--- config.mk ---
export PLATFORM = sky130hd
export DESIGN_NAME = delimiter_depth_scanner
export DESIGN_NICKNAME = d
export VERILOG_FILES = /design/src/rtl/dds_pkg.sv /design/src/rtl/delimiter_depth_scanner.sv /design/src/rtl/dds_scan_core.sv
export SDC_FILE = /design/constraint.sdc
export NUM_CORES = 1
export LEC_CHECK = 0
export BUFFER_PORTS_ARGS = -buffer_cell sky130_fd_sc_hd__clkbuf_2
export CORE_ASPECT_RATIO = 2
export CORE_UTILIZATION = 50
export DETAILED_ROUTE_END_ITERATION = 12
export MAX_ROUTING_LAYER = met4
export PLACE_DENSITY = 0.69
export SYNTH_ARGS = -nofsm -noshare
export SYNTH_HDL_FRONTEND = slang
export SYNTH_SLANG_ARGS = --single-unit
--- constraint.sdc ---
create_clock -name clk -period 3.54 [get_ports clk]
set_input_delay 0.354 -clock clk [delete_from_list [all_inputs] [get_ports clk]]
set_output_delay 0.354 -clock clk [all_outputs]
set_load 0.01 [all_outputs]
--- src/rtl/dds_pkg.sv ---
// Package for the delimiter depth scanner: request types, mode codes, character codes and depth helpers.
`timescale 1ns / 1ps

package dds_pkg;

  // Width of the internal brace and parenthesis depth counters.
  localparam int DEPTH_BITS = 8;
  localparam int OUT_BITS   = 8;
  localparam int WIDE_BITS  = (DEPTH_BITS > OUT_BITS) ? DEPTH_BITS : OUT_BITS;

  localparam logic signed [DEPTH_BITS-1:0] DEPTH_MAX = {1'b0, {(DEPTH_BITS-1){1'b1}}};
  localparam logic signed [DEPTH_BITS-1:0] DEPTH_MIN = {1'b1, {(DEPTH_BITS-1){1'b0}}};
  localparam logic signed [DEPTH_BITS-1:0] DEPTH_ZERO = '0;

  localparam logic signed [WIDE_BITS-1:0] OUT_MAX_W = WIDE_BITS'(127);
  localparam logic signed [WIDE_BITS-1:0] OUT_MIN_W = -WIDE_BITS'(128);

  // Action codes.
  localparam logic ACT_TEXT = 1'b0;
  localparam logic ACT_EOL  = 1'b1;

  // Character codes.
  localparam logic [7:0] CH_LBRACE    = 8'h7B;
  localparam logic [7:0] CH_RBRACE    = 8'h7D;
  localparam logic [7:0] CH_LPAREN    = 8'h28;
  localparam logic [7:0] CH_RPAREN    = 8'h29;
  localparam logic [7:0] CH_SLASH     = 8'h2F;
  localparam logic [7:0] CH_STAR      = 8'h2A;
  localparam logic [7:0] CH_DQUOTE    = 8'h22;
  localparam logic [7:0] CH_SQUOTE    = 8'h27;
  localparam logic [7:0] CH_BACKSLASH = 8'h5C;

  typedef enum logic [2:0] {
    MODE_NORMAL = 3'd0,
    MODE_STRING = 3'd1,
    MODE_CHAR   = 3'd2,
    MODE_BLOCK  = 3'd3,
    MODE_LINE   = 3'd4
  } scan_mode_t;

  typedef struct packed {
    logic       action;
    logic [7:0] char_code;
  } src_item_t;

  typedef struct packed {
    logic              incomplete;
    logic signed [7:0] brace_depth_out;
    logic signed [7:0] paren_depth_out;
    logic              inside_string;
    logic              inside_char;
    logic              inside_comment;
  } res_item_t;

  // Control passed from the top level to the scanner core.
  typedef struct packed {
    logic      fire;
    src_item_t item;
  } scan_ctrl_t;

  function automatic logic signed [DEPTH_BITS-1:0] sat_inc(
      input logic signed [DEPTH_BITS-1:0] v);
    return (v != DEPTH_MAX) ? v + DEPTH_BITS'(1) : v;
  endfunction

  function automatic logic signed [DEPTH_BITS-1:0] sat_dec(
      input logic signed [DEPTH_BITS-1:0] v);
    return (v != DEPTH_MIN) ? v - DEPTH_BITS'(1) : v;
  endfunction

  // Clamp a depth to the signed byte range of the result fields.
  function automatic logic signed [OUT_BITS-1:0] depth_field(
      input logic signed [DEPTH_BITS-1:0] v);
    logic signed [WIDE_BITS-1:0] w;
    w = WIDE_BITS'(v);
    if (w > OUT_MAX_W) begin
      w = OUT_MAX_W;
    end else if (w < OUT_MIN_W) begin
      w = OUT_MIN_W;
    end
    return w[OUT_BITS-1:0];
  endfunction

endpackage

--- src/rtl/delimiter_depth_scanner.sv ---
// Top level of the delimiter depth scanner: input register, scanner core and result register.
//
//   Channel | Handshake             | Payload                 | Direction
//   --------+-----------------------+-------------------------+----------
//   source  | src_valid / src_ready | src_item (src_item_t)   | in
//   result  | res_valid / res_ready | res_item (res_item_t)   | out
//
// One request is taken per clock cycle when the result side keeps up, and each
// request yields exactly one result: it is held in the input register, where
// the scanner core evaluates it, and then in the result register. The
// throughput is set by the update of the core's mode and depth registers. A
// synchronous reset clears both valid flags and all scanner state. When
// res_ready is low the result register holds, the input register fills, and
// src_ready then drops until the result is taken.
`timescale 1ns / 1ps

module delimiter_depth_scanner (
  input  logic               clk,
  input  logic               rst,
  input  logic               src_valid,
  output logic               src_ready,
  input  dds_pkg::src_item_t src_item,
  output logic               res_valid,
  input  logic               res_ready,
  output dds_pkg::res_item_t res_item
);

  // Input register holding the request that the core evaluates this cycle.
  logic               s1_valid;
  dds_pkg::src_item_t s1_item;

  // The held request moves on when the result register is free or emptying.
  logic advance;
  dds_pkg::scan_ctrl_t ctrl;
  dds_pkg::res_item_t  core_result;

  assign advance   = s1_valid && (!res_valid || res_ready);
  assign src_ready = !s1_valid || advance;

  assign ctrl.fire = advance;
  assign ctrl.item = s1_item;

  dds_scan_core u_core (
    .clk    (clk),
    .rst    (rst),
    .ctrl   (ctrl),
    .result (core_result)
  );

  always_ff @(posedge clk) begin
    if (rst) begin
      s1_valid <= 1'b0;
    end else if (src_ready) begin
      s1_valid <= src_valid;
    end
  end

  always_ff @(posedge clk) begin
    if (src_valid && src_ready) begin
      s1_item <= src_item;
    end
  end

  always_ff @(posedge clk) begin
    if (rst) begin
      res_valid <= 1'b0;
    end else if (advance) begin
      res_valid <= 1'b1;
    end else if (res_ready) begin
      res_valid <= 1'b0;
    end
  end

  always_ff @(posedge clk) begin
    if (advance) begin
      res_item <= core_result;
    end
  end

  // The source side only stalls when both registers are full and the result
  // is not being taken.
  a_stall_cause : assert property (@(posedge clk) disable iff (rst)
    !src_ready |-> (s1_valid && res_valid && !res_ready))
    else $error("source stalled without a full pipeline");

  // A request leaving the input register always lands in the result register.
  a_advance_lands : assert property (@(posedge clk) disable iff (rst)
    advance |=> res_valid)
    else $error("advanced request did not reach the result register");

  // Only a line end can report an incomplete line.
  a_text_complete : assert property (@(posedge clk) disable iff (rst)
    (advance && s1_item.action == dds_pkg::ACT_TEXT) |=> !res_item.incomplete)
    else $error("text byte reported an incomplete line");

  // The string, literal and comment flags never overlap.
  a_one_mode : assert property (@(posedge clk) disable iff (rst)
    res_valid |-> $onehot0({res_item.inside_string, res_item.inside_char,
                            res_item.inside_comment}))
    else $error("more than one scan mode reported");

endmodule

--- src/rtl/dds_scan_core.sv ---
// Scanner core: mode and depth state with the per-request update and result logic.
`timescale 1ns / 1ps

module dds_scan_core (
  input  logic                  clk,
  input  logic                  rst,
  input  dds_pkg::scan_ctrl_t   ctrl,
  output dds_pkg::res_item_t    result
);

  logic signed [dds_pkg::DEPTH_BITS-1:0] brace_count, brace_count_next;
  logic signed [dds_pkg::DEPTH_BITS-1:0] paren_count, paren_count_next;
  dds_pkg::scan_mode_t scan_mode, scan_mode_next;
  logic slash_pending, slash_pending_next;
  logic star_pending, star_pending_next;
  logic escape_pending, escape_pending_next;
  logic last_was_backslash, last_was_backslash_next;

  logic [7:0] c;
  logic       eol_incomplete;
  logic [7:0] close_quote;

  assign c = ctrl.item.char_code;
  assign close_quote = (scan_mode == dds_pkg::MODE_STRING) ? dds_pkg::CH_DQUOTE
                                                           : dds_pkg::CH_SQUOTE;

  assign eol_incomplete = (brace_count > dds_pkg::DEPTH_ZERO) ||
                          (paren_count > dds_pkg::DEPTH_ZERO) ||
                          (scan_mode == dds_pkg::MODE_STRING) ||
                          (scan_mode == dds_pkg::MODE_CHAR) ||
                          (scan_mode == dds_pkg::MODE_BLOCK) ||
                          last_was_backslash;

  always_comb begin
    brace_count_next        = brace_count;
    paren_count_next        = paren_count;
    scan_mode_next          = scan_mode;
    slash_pending_next      = slash_pending;
    star_pending_next       = star_pending;
    escape_pending_next     = escape_pending;
    last_was_backslash_next = last_was_backslash;

    if (ctrl.item.action == dds_pkg::ACT_TEXT) begin
      last_was_backslash_next = (c == dds_pkg::CH_BACKSLASH);
      unique case (scan_mode)
        dds_pkg::MODE_BLOCK: begin
          if (star_pending && c == dds_pkg::CH_SLASH) begin
            scan_mode_next    = dds_pkg::MODE_NORMAL;
            star_pending_next = 1'b0;
          end else begin
            star_pending_next = (c == dds_pkg::CH_STAR);
          end
        end
        dds_pkg::MODE_STRING, dds_pkg::MODE_CHAR: begin
          if (escape_pending) begin
            escape_pending_next = 1'b0;
          end else if (c == dds_pkg::CH_BACKSLASH) begin
            escape_pending_next = 1'b1;
          end else if (c == close_quote) begin
            scan_mode_next = dds_pkg::MODE_NORMAL;
          end
        end
        dds_pkg::MODE_LINE: begin
        end
        default: begin
          // A pending slash followed by slash or star opens a comment and
          // consumes the byte; otherwise the byte is scanned as code.
          if (slash_pending && c == dds_pkg::CH_SLASH) begin
            slash_pending_next = 1'b0;
            scan_mode_next     = dds_pkg::MODE_LINE;
          end else if (slash_pending && c == dds_pkg::CH_STAR) begin
            slash_pending_next = 1'b0;
            scan_mode_next     = dds_pkg::MODE_BLOCK;
            star_pending_next  = 1'b0;
          end else begin
            slash_pending_next = 1'b0;
            priority if (c == dds_pkg::CH_SLASH) begin
              slash_pending_next = 1'b1;
            end else if (c == dds_pkg::CH_DQUOTE) begin
              scan_mode_next = dds_pkg::MODE_STRING;
            end else if (c == dds_pkg::CH_SQUOTE) begin
              scan_mode_next = dds_pkg::MODE_CHAR;
            end else if (c == dds_pkg::CH_LBRACE) begin
              brace_count_next = dds_pkg::sat_inc(brace_count);
            end else if (c == dds_pkg::CH_RBRACE) begin
              brace_count_next = dds_pkg::sat_dec(brace_count);
            end else if (c == dds_pkg::CH_LPAREN) begin
              paren_count_next = dds_pkg::sat_inc(paren_count);
            end else if (c == dds_pkg::CH_RPAREN) begin
              paren_count_next = dds_pkg::sat_dec(paren_count);
            end else begin
            end
          end
        end
      endcase
    end else begin
      slash_pending_next      = 1'b0;
      star_pending_next       = 1'b0;
      escape_pending_next     = 1'b0;
      last_was_backslash_next = 1'b0;
      if (scan_mode == dds_pkg::MODE_LINE) begin
        scan_mode_next = dds_pkg::MODE_NORMAL;
      end
      if (!eol_incomplete) begin
        brace_count_next = '0;
        paren_count_next = '0;
        scan_mode_next   = dds_pkg::MODE_NORMAL;
      end
    end
  end

  // A text byte reports the state after it; a line end reports the state
  // before any clearing.
  always_comb begin
    if (ctrl.item.action == dds_pkg::ACT_TEXT) begin
      result.incomplete      = 1'b0;
      result.brace_depth_out = dds_pkg::depth_field(brace_count_next);
      result.paren_depth_out = dds_pkg::depth_field(paren_count_next);
      result.inside_string   = (scan_mode_next == dds_pkg::MODE_STRING);
      result.inside_char     = (scan_mode_next == dds_pkg::MODE_CHAR);
      result.inside_comment  = (scan_mode_next == dds_pkg::MODE_BLOCK);
    end else begin
      result.incomplete      = eol_incomplete;
      result.brace_depth_out = dds_pkg::depth_field(brace_count);
      result.paren_depth_out = dds_pkg::depth_field(paren_count);
      result.inside_string   = (scan_mode == dds_pkg::MODE_STRING);
      result.inside_char     = (scan_mode == dds_pkg::MODE_CHAR);
      result.inside_comment  = (scan_mode == dds_pkg::MODE_BLOCK);
    end
  end

  always_ff @(posedge clk) begin
    if (rst) begin
      brace_count        <= '0;
      paren_count        <= '0;
      scan_mode          <= dds_pkg::MODE_NORMAL;
      slash_pending      <= 1'b0;
      star_pending       <= 1'b0;
      escape_pending     <= 1'b0;
      last_was_backslash <= 1'b0;
    end else if (ctrl.fire) begin
      brace_count        <= brace_count_next;
      paren_count        <= paren_count_next;
      scan_mode          <= scan_mode_next;
      slash_pending      <= slash_pending_next;
      star_pending       <= star_pending_next;
      escape_pending     <= escape_pending_next;
      last_was_backslash <= last_was_backslash_next;
    end
  end

endmodule

==> results.env, run 1 <==
AVGVIACOUNTPERCELL=6.414
DIEAREA_UM2=7697
FINALNETCOUNT=475
CLOCK.FMAX_GHz=0.3766
CATEGORY_OF_THE_CRITICAL_SETUP_TIMING_PATH='flop to flop'
TIMING.RR.START='ctrl[2]$_DFFE_PP_'
GRT_SETUP_UNREPAIRED='false'
CLOCKROOTBUFFER='sky130_fd_sc_hd__clkbuf_16'
SYNTH_FLOP_CELL='sky130_fd_sc_hd__edfxtp_1'
DIE_W_UM=62.54
POST_CTS.REPAIR.SETUP_BUFFERS=0
DRIVE_ABOVE_1_SHARE=0.1419
DETAIL_ROUTE.ITER0.VIOLATIONS=246
OVERFLOW_AFTER_GRT=0
FINALHOLDVIOLCOUNT=0
SYNTH_TOP_CELL_AREA_SHARE=0.2376
GRT_MAX_DEGREE=23
P_PER_AREA_nW_PER_UM2=316.0
PWR-SHARE-SEQ=0.545
YS_ASYNC_SR_FRACTION=0
ARRIVAL_NS=2.70
PORT_BUFFERS=34
SYNTH_TOP_FAMILY_BY_AREA='simple AND/OR/NAND/NOR gates'
START_UTIL=0.5240
DRV_CAP=0
SYNTH.AREA.MUX_SHARE=0.02561
CRIT_PATH_MAX_FANOUT=16
HOLDBUFCOUNTCTS=0
WORST_IR_DROP_VDD_mV=0.3303
YOSYSWARNINGS=0
WORST-R2R-SETUP-SLACK_NS=0.88
RUN_STATUS='finished, final reports clean'
FILLER_CELL_COUNT=660
SETUP_TOTAL_NEGATIVE_SLACK_NS=0
FIRST_PASS_ITERS=5
REQUIRED_ARRIVAL_TIME_AT_THE_WORST_ENDPOINT_NS=3.58
BASIC_GATE_SHARE_OF_THE_SYNTHESIZED_AREA_COUNTING_AND_OR_NAND_AND_NOR_CELLS=0.2783
CTS_RESIZED=0
INTPOWER_uW=971.7
POWER.STATIC_LEAKAGE_uW=0.001453
WHS_ENDPOINT='ctrl[2]$_DFFE_PP_'
SYNTHMOSTINSTANTIATEDCELL='sky130_fd_sc_hd__nand2_1'
SYNTH_EDF_COUNT=29
CTS_BUFFERS=5
POST_PLACE_CELLS=540
NETLIST_INSTANCES=439
DRC=0
GRT_USAGE=0.2762
CRIT_PATH_START_KIND='flop'
ROUTE.FINAL.WIRE_LENGTH_MM=9.933
CLOCK-SINKS=54
DIE_BOUNDARY_HEIGHT_UM=123.1
SEQUENTIAL_CELL_AREA_UM2=1371
SYNTH.NET_COUNT=457
HOLD_START='src_item[2]'
POST_SYNTH_INSTANCE_AREA_UM2=3665
CTS_TREE='yes'
IO_PINS=35
SYNTH_LARGEST_AREA_CELL='sky130_fd_sc_hd__edfxtp_1'
FIN_WORST_SKEW_NS=0.006415
SWITCHING_POWER_uW=302.7
POWER.SHARE.SWITCHING=0.2375
FINAL_REPORT_SETUP_VIOLATION_COUNT=0
FINISH.CELL_COUNT_WITHOUT_FILLERS=548
POSTSYNTHREGISTERBITS=54
VIAS=3515
CTS.PATH.MAX_BUFFERS=2
TIMING.RR.END='res_item[10]$_DFFE_PP_'
FINAL.MIN_CLOCK_PERIOD_NS=2.656
SYNTH_SEQUENTIAL_AREA_RATIO=0.3742
CORE_REGION_AREA_UM2=6994
MAX_SLEW_MARGIN=0.5621
DRTANTENNAVIOLNETS=0
NETLIST_TOP_CELLS_COUNT='45 x sky130_fd_sc_hd__nand2_1, 39 x sky130_fd_sc_hd__nor2_1, 29 x sky130_fd_sc_hd__edfxtp_1'
N_ANTENNA_CELL=0
POST_DRT_WL_PER_CELL_UM=18.13
HPWLAFTERDP_MM=7.511
MIN_PERIOD_OVER_PERIOD=0.7502
POSTSYNTHAREAPERCELL_UM2=8.348
ADDER_CELL_SHARE_OF_THE_SYNTHESIZED_AREA=0.01707
GRT_FIRST_PASS_WIRELENGTH_MM=15.85
MIN_DELAY_PATH_DEPTH=1
CLOCK_INSERTION_DELAY_WORST_SKEW_NS=0.29
AREAGROWTHSYNTHTOFINISH_PCT=10.04
SLEW_VIOL_FINAL=0
YOSYS-TOP-CELLS-AREA='sky130_fd_sc_hd__edfxtp_1 24%, sky130_fd_sc_hd__dfxtp_1 14%, sky130_fd_sc_hd__nand2_1 4.6%, sky130_fd_sc_hd__nor2_1 4.0%, sky130_fd_sc_hd__o21ai_0 3.7%'
FINALWEIGHTEDCONGESTION=0.9371
CRITPATHCAPTURETYPE='flop'
DESIGN_POWER_TOTAL_uW=1274
MIN_PATH_TYPE='input port to flop'
NUMBER_OF_CORE_ROWS=43
SYNTH-XOR-AREA-SHARE=0.01434
COMBINATIONAL_FRACTION_OF_DESIGN_POWER=0.077
HTREE_NUM_LEVELS=2
P_CLK_FRAC=0.378
FOOTPRINT_OF_THE_MULTI_INPUT_GATES_UM2=2116
SYNTH_COMPOUND_AREA_FRAC=0.2421
FIRST_GLOBAL_VIAS=3232
WORST_PIN_SLEW_NS=0.6556
GRT_ANTENNA_BEFORE_REPAIR=0
WORST_SETUP_HOLD_PATH_CLK_SLEW_NS=0.07
COUNT_OF_UNIQUE_LIBRARY_CELLS_INSTANTIATED_BY_YOSYS=71
R2R.WORST_PATH.CELLS=5
## power groups by stage
stage | registers, uW | logic, uW | clock network, uW
after floorplan | 702 | 61.6 | 0
after global placement | 707 | 96.2 | 0
after detailed placement | 708 | 97.5 | 0
after CTS | 694 | 97.7 | 495
after global routing | 697 | 107 | 514
final | 695 | 98.5 | 481
## stage by stage
| stage | util | setup slack (ns) | hold slack, ns | instance area (um2) |
|---|---|---|---|---|
| after floorplan | - | 1.234 | 0.4285 | 3665 |
| after detailed placement | 0.5562 | 0.9036 | 0.4500 | 3890 |
| after global routing | 0.5766 | 0.6836 | 0.2208 | 4033 |
| after CTS | 0.5766 | 0.8989 | 0.2240 | 4033 |
| final | 0.5766 | 0.8844 | 0.2291 | 4033 |
| after global placement | 0.5562 | 0.9865 | 0.4368 | 3890 |
## area by class of cell
| type | instances | area share |
|---|---|---|
| Timing Repair Buffer | 42 | 0.05709 |
| Clock buffer | 6 | 0.03196 |
| Inverter | 16 | 0.01489 |
| Clock inverter | 2 | 0.003413 |
| Tap cell | 90 | 0.02792 |
| Sequential cell | 54 | 0.3401 |
| Multi-Input combinational cell | 338 | 0.5247 |
## metal layers
| layer | up-vias | wire length (um) | global-route usage |
|---|---|---|---|
| met1 | 1633 | 3818 | 0.2886 |
| met4 | 0 | 586 | 0.2093 |
| li1 | 1703 | - | - |
| met5 | - | 0 | - |
| met3 | 38 | 447 | 0.03321 |
| met2 | 141 | 5080 | 0.4721 |
## sequential cells by signal, summed over array words and instances (netlist names)
signal,cells
u_core.scan_mode,3
u_core.last_was_backslash,1
s1_valid,1
u_core.brace_count,8
u_core.star_pending,1
ctrl,9
res_item,20
u_core.escape_pending,1
u_core.paren_count,8
u_core.slash_pending,1
res_valid,1
## cells in the final DEF, fill, tap and decap left out, types with 4 or more instances in the layout
cell type                   instances
sky130_fd_sc_hd__a21oi_1           21
sky130_fd_sc_hd__a22oi_1            5
sky130_fd_sc_hd__a31oi_1            4
sky130_fd_sc_hd__and2_1             5
sky130_fd_sc_hd__and3_1             6
sky130_fd_sc_hd__and4_1             4
sky130_fd_sc_hd__buf_4              8
sky130_fd_sc_hd__clkbuf_16          5
sky130_fd_sc_hd__clkbuf_2          34
sky130_fd_sc_hd__dfxtp_1           25
sky130_fd_sc_hd__edfxtp_1          29
sky130_fd_sc_hd__ha_1               5
sky130_fd_sc_hd__inv_1             16
sky130_fd_sc_hd__mux2i_1            6
sky130_fd_sc_hd__nand2_1           45
sky130_fd_sc_hd__nand2b_1           6
sky130_fd_sc_hd__nand3_1           17
sky130_fd_sc_hd__nand4_1            9
sky130_fd_sc_hd__nor2_1            39
sky130_fd_sc_hd__nor3_1            17
sky130_fd_sc_hd__nor4_1             5
sky130_fd_sc_hd__nor4b_1            4
sky130_fd_sc_hd__o211ai_1           7
sky130_fd_sc_hd__o21ai_0           27
sky130_fd_sc_hd__o22ai_1            5
sky130_fd_sc_hd__o31a_1             5
sky130_fd_sc_hd__o31ai_1            7
sky130_fd_sc_hd__o32ai_1            4
sky130_fd_sc_hd__o41ai_1            4
sky130_fd_sc_hd__or3_1              6
sky130_fd_sc_hd__xnor2_1            5
## worst max-delay path: stages (launching register included)
cell and delay [ns]:
sky130_fd_sc_hd__edfxtp_1 0.60, sky130_fd_sc_hd__or4b_4 0.64, sky130_fd_sc_hd__or3_1 0.46, sky130_fd_sc_hd__o41a_1 0.40
sky130_fd_sc_hd__mux2i_1 0.18, sky130_fd_sc_hd__o21ai_0 0.12
## worst max-delay path by stage
| stage | from | slack [ns] | depth (start not counted) | to |
|---|---|---|---|---|
| 6_report | ctrl[2]$_DFFE_PP_ | 0.88 | 5 | res_item[10]$_DFFE_PP_ |
| 4_1_cts | ctrl[2]$_DFFE_PP_ | 0.90 | 5 | res_item[10]$_DFFE_PP_ |
| 3_3_place_gp | ctrl[2]$_DFFE_PP_ | 0.99 | 5 | res_item[10]$_DFFE_PP_ |
| 3_5_place_dp | ctrl[2]$_DFFE_PP_ | 0.90 | 5 | res_item[10]$_DFFE_PP_ |
| 2_1_floorplan | ctrl[2]$_DFFE_PP_ | 1.23 | 6 | res_item[10]$_DFFE_PP_ |
| 5_1_grt | ctrl[2]$_DFFE_PP_ | 0.68 | 5 | res_item[8]$_DFFE_PP_ |
## cells by family (layout without fill, tap and decap cells)
family	after synthesis	in the layout
and+or+nand+nor	191	191
AOI/OAI and AO/OA	127	127
DFF	54	54
buffers and inverters	47	66
muxes	9	9
xor gates and xnor gates	6	6
adders and majority gates	5	5
Power figures use the tool's default switching activity.
==> run 2: changes to the inputs <==
clock period = 2.6 ns   (was 3.54 ns; I/O delays follow)
==> run 2 against run 1 <==
Compared with the run above: critical path depth unchanged; total power up 38%; sequential share of layout area shrank 2.3 points; worst hold slack lost 0.095 ns; wire length is 16% higher; die area stayed put.
==> results.env, run 2 (synthesized netlist as in run 1, its figures left out) <==
RUN_STATUS='finished, final reports clean'
DIE_W_UM=62.54  # unchanged
P_PER_AREA_nW_PER_UM2=407.1  # +29%
PLACEDINSTANCEAREA_UM2=4168  # +7.1%
CTS_TREE='yes'
LARGEST_REGISTER_FFS=20  # unchanged
OVERFLOW_AFTER_GRT=0  # unchanged
GRT_MAX_DEGREE=28  # +22%
POST_CTS.REPAIR.SETUP_BUFFERS=0  # unchanged
TIMING.RR.END='res_item[10]$_DFFE_PP_'
CLOCKROOTBUFFER='sky130_fd_sc_hd__clkbuf_16'
FINAL_CRITICAL_PATH_SETUP_SLACK_NS=0.1325  # -0.7519 ns
HTREE_NUM_LEVELS=2  # unchanged
POST_DRT_WL_PER_CELL_UM=19.72  # +8.8%
MAX_SLEW_MARGIN=0.5169  # -0.04518
MIN_DELAY_PATH_DEPTH=1  # unchanged
HOLD_WS_NS=0.1341  # -0.09497 ns
WORST_PIN_SLEW_NS=0.7207  # +0.06511 ns
VIAS=3801  # +8.1%
AVGVIACOUNTPERCELL=6.497  # +1.3%
CRITICAL-PATH-SLOWEST-CELL='sky130_fd_sc_hd__or4b_4'
CORE_REGION_AREA_UM2=6994  # unchanged
DRTANTENNAVIOLNETS=0  # unchanged
CLOCK-SINKS=54  # unchanged
PORT_BUFFERS=34  # unchanged
FINAL_CELL_AREA_UM2=4320  # +7.1%
DIE_BOUNDARY_HEIGHT_UM=123.1  # unchanged
POST-PLACE-WS_NS=0.1217  # -0.7819 ns
HOLDBUFCOUNTCTS=0  # unchanged
IO_PINS=35  # unchanged
AREAGROWTHSYNTHTOFINISH_PCT=17.89
R2R.WORST_PATH.CELLS=5  # unchanged
DETAIL_ROUTE.ITER0.VIOLATIONS=289  # +17%
CPPEAKSTAGEDELAY_NS=0.59  # -0.05 ns
CTS_BUFFERS=5  # unchanged
REQUIRED_ARRIVAL_TIME_AT_THE_WORST_ENDPOINT_NS=2.65  # -0.93 ns
CP_TOP_FAMILY='simple AND/OR/NAND/NOR gates'
CRIT_CELLS=5  # unchanged
GRT_FIRST_PASS_WIRELENGTH_MM=18.40  # +16%
WORST-R2R-SETUP-SLACK_NS=0.13  # -0.75 ns
TIMING.RR.START='ctrl[4]$_DFFE_PP_'
DIEAREA_UM2=7697  # unchanged
ROUTE.FINAL.WIRE_LENGTH_MM=11.53  # +16%
END_POINT_OF_THE_CRITICAL_PATH='res_item[10]$_DFFE_PP_'
ARRIVAL_NS=2.52  # -0.18 ns
CLOCK.FMAX_GHz=0.4053  # +7.6%
FINALNETCOUNT=512  # +7.8%
CRIT_PATH_MAX_FANOUT=7  # -9
CATEGORY_OF_THE_CRITICAL_SETUP_TIMING_PATH='flop to flop'
DRC=0  # unchanged
NUMBER_OF_CORE_ROWS=43  # unchanged
WORST_IR_DROP_VDD_mV=0.3610  # +9.3%
DRV_CAP=0  # unchanged
FIN_WORST_SKEW_NS=0.004233  # -0.002182 ns
GRT_SETUP_UNREPAIRED='false'
MAX_FLOP_REGISTER='res_item'
CRITPATHCAPTURETYPE='flop'
WORSTPATHCELLLIST='or4b_4 > or3_1 > o41a_1 > mux2i_1 > o21ai_0'
CRIT_PATH_START_KIND='flop'
FINAL_REPORT_SETUP_VIOLATION_COUNT=0  # unchanged
MIN_PERIOD_OVER_PERIOD=0.9490  # +0.1989
FINALWEIGHTEDCONGESTION=1.035  # +10%
DRIVE_ABOVE_1_SHARE=0.2081  # +0.06616
MOST-COMMON-LAYOUT-CELLS='45 x sky130_fd_sc_hd__nand2_1, 45 x sky130_fd_sc_hd__buf_4, 39 x sky130_fd_sc_hd__nor2_1'
N_ANTENNA_CELL=0  # unchanged
FINALHOLDVIOLCOUNT=0  # unchanged
FIRST_GLOBAL_VIAS=3684  # +14%
CLOCK_INSERTION_DELAY_WORST_SKEW_NS=0.30  # about the same
MIN_PATH_TYPE='input port to flop'
START_UTIL=0.5240  # unchanged
STARTPOINT='ctrl[4]$_DFFE_PP_'
FILLER_CELL_COUNT=635  # -3.8%
SLEW_VIOL_FINAL=0  # unchanged
POWER.STATIC_LEAKAGE_uW=0.001641  # +13%
WORST_SETUP_HOLD_PATH_CLK_SLEW_NS=0.07  # about the same
FINAL.MIN_CLOCK_PERIOD_NS=2.467  # -0.1881 ns
HPWLAFTERDP_MM=8.897  # +18%
CTS.PATH.MAX_BUFFERS=2  # unchanged
GRT_ANTENNA_BEFORE_REPAIR=0  # unchanged
GRT_USAGE=0.3260  # +0.04976
FIRST_PASS_ITERS=5  # unchanged
POST-ROUTE-UTIL=0.6177  # +0.04114
SETUP_TOTAL_NEGATIVE_SLACK_NS=0  # unchanged
WORSTPATHBUFFERINVERTERCOUNT=0  # unchanged
-- run 2: cell count changes in the layout (fill, tap and decap cells not counted), sizes merged --
cell    change
inv         +1
buf        +37
clkinv      -1
-- run 2: how the worst min path moves through the flow --
stage	start	to	slack [ns]
3_3_place_gp	u_core.last_was_backslash$_SDFFE_PP0P_	u_core.last_was_backslash$_SDFFE_PP0P_	0.44
3_5_place_dp	src_item[4]	ctrl[4]$_DFFE_PP_	0.44
2_1_floorplan	src_item[0]	ctrl[0]$_DFFE_PP_	0.36
4_1_cts	src_item[4]	ctrl[4]$_DFFE_PP_	0.13
5_1_grt	src_item[3]	ctrl[3]$_DFFE_PP_	0.13
6_report	src_item[5]	ctrl[5]$_DFFE_PP_	0.13
-- run 2: layout make-up --
| class | count | area, um2 | share of cell area |
|---|---|---|---|
| multi-input combinational | 338 | 2127 | 0.4923 |
| sequential | 54 | 1371 | 0.3174 |
| timing repair buffer | 79 | 508.0 | 0.1176 |
| clock buffer | 6 | 128.9 | 0.02983 |
| tap | 90 | 112.6 | 0.02606 |
| inverter | 16 | 60.06 | 0.01390 |
| clock inverter | 2 | 12.51 | 0.002896 |
-- run 2: stage by stage --
stage | cells | power [uW]
floorplan | 439 | 1040
global placement | 577 | 1111
detailed placement | 577 | 1113
CTS | 585 | 1769
global route | 585 | 1815
finish | 585 | 1759
-- run 2: per-layer routing --
layer | GRT usage | wire, um
met5 | - | 0
met2 | 0.5788 | 6017
met1 | 0.3327 | 4168
met3 | 0.03782 | 643
met4 | 0.2224 | 704
-- run 2: power breakdown --
part           switching [uW]  leakage [uW]  internal (uW)  total [uW]
Combinational             107       0.00108           57.1         164
Clock                     304     0.0000689            358         662
Sequential               14.4      0.000488            919         933
-- run 2: worst reg2reg max path, cell delays in order, from the launching register on --
cell and delay, ns:
sky130_fd_sc_hd__edfxtp_1 0.49, sky130_fd_sc_hd__or4b_4 0.59, sky130_fd_sc_hd__or3_1 0.46, sky130_fd_sc_hd__o41a_1 0.41, sky130_fd_sc_hd__mux2i_1 0.17, sky130_fd_sc_hd__o21ai_0 0.10
-- run 2: repair_timing --
item / CTS / global route
endpoints found under the setup margin: 0 / 9
resized for setup: 0 / 2
endpoints found under the hold margin: 0 / 0
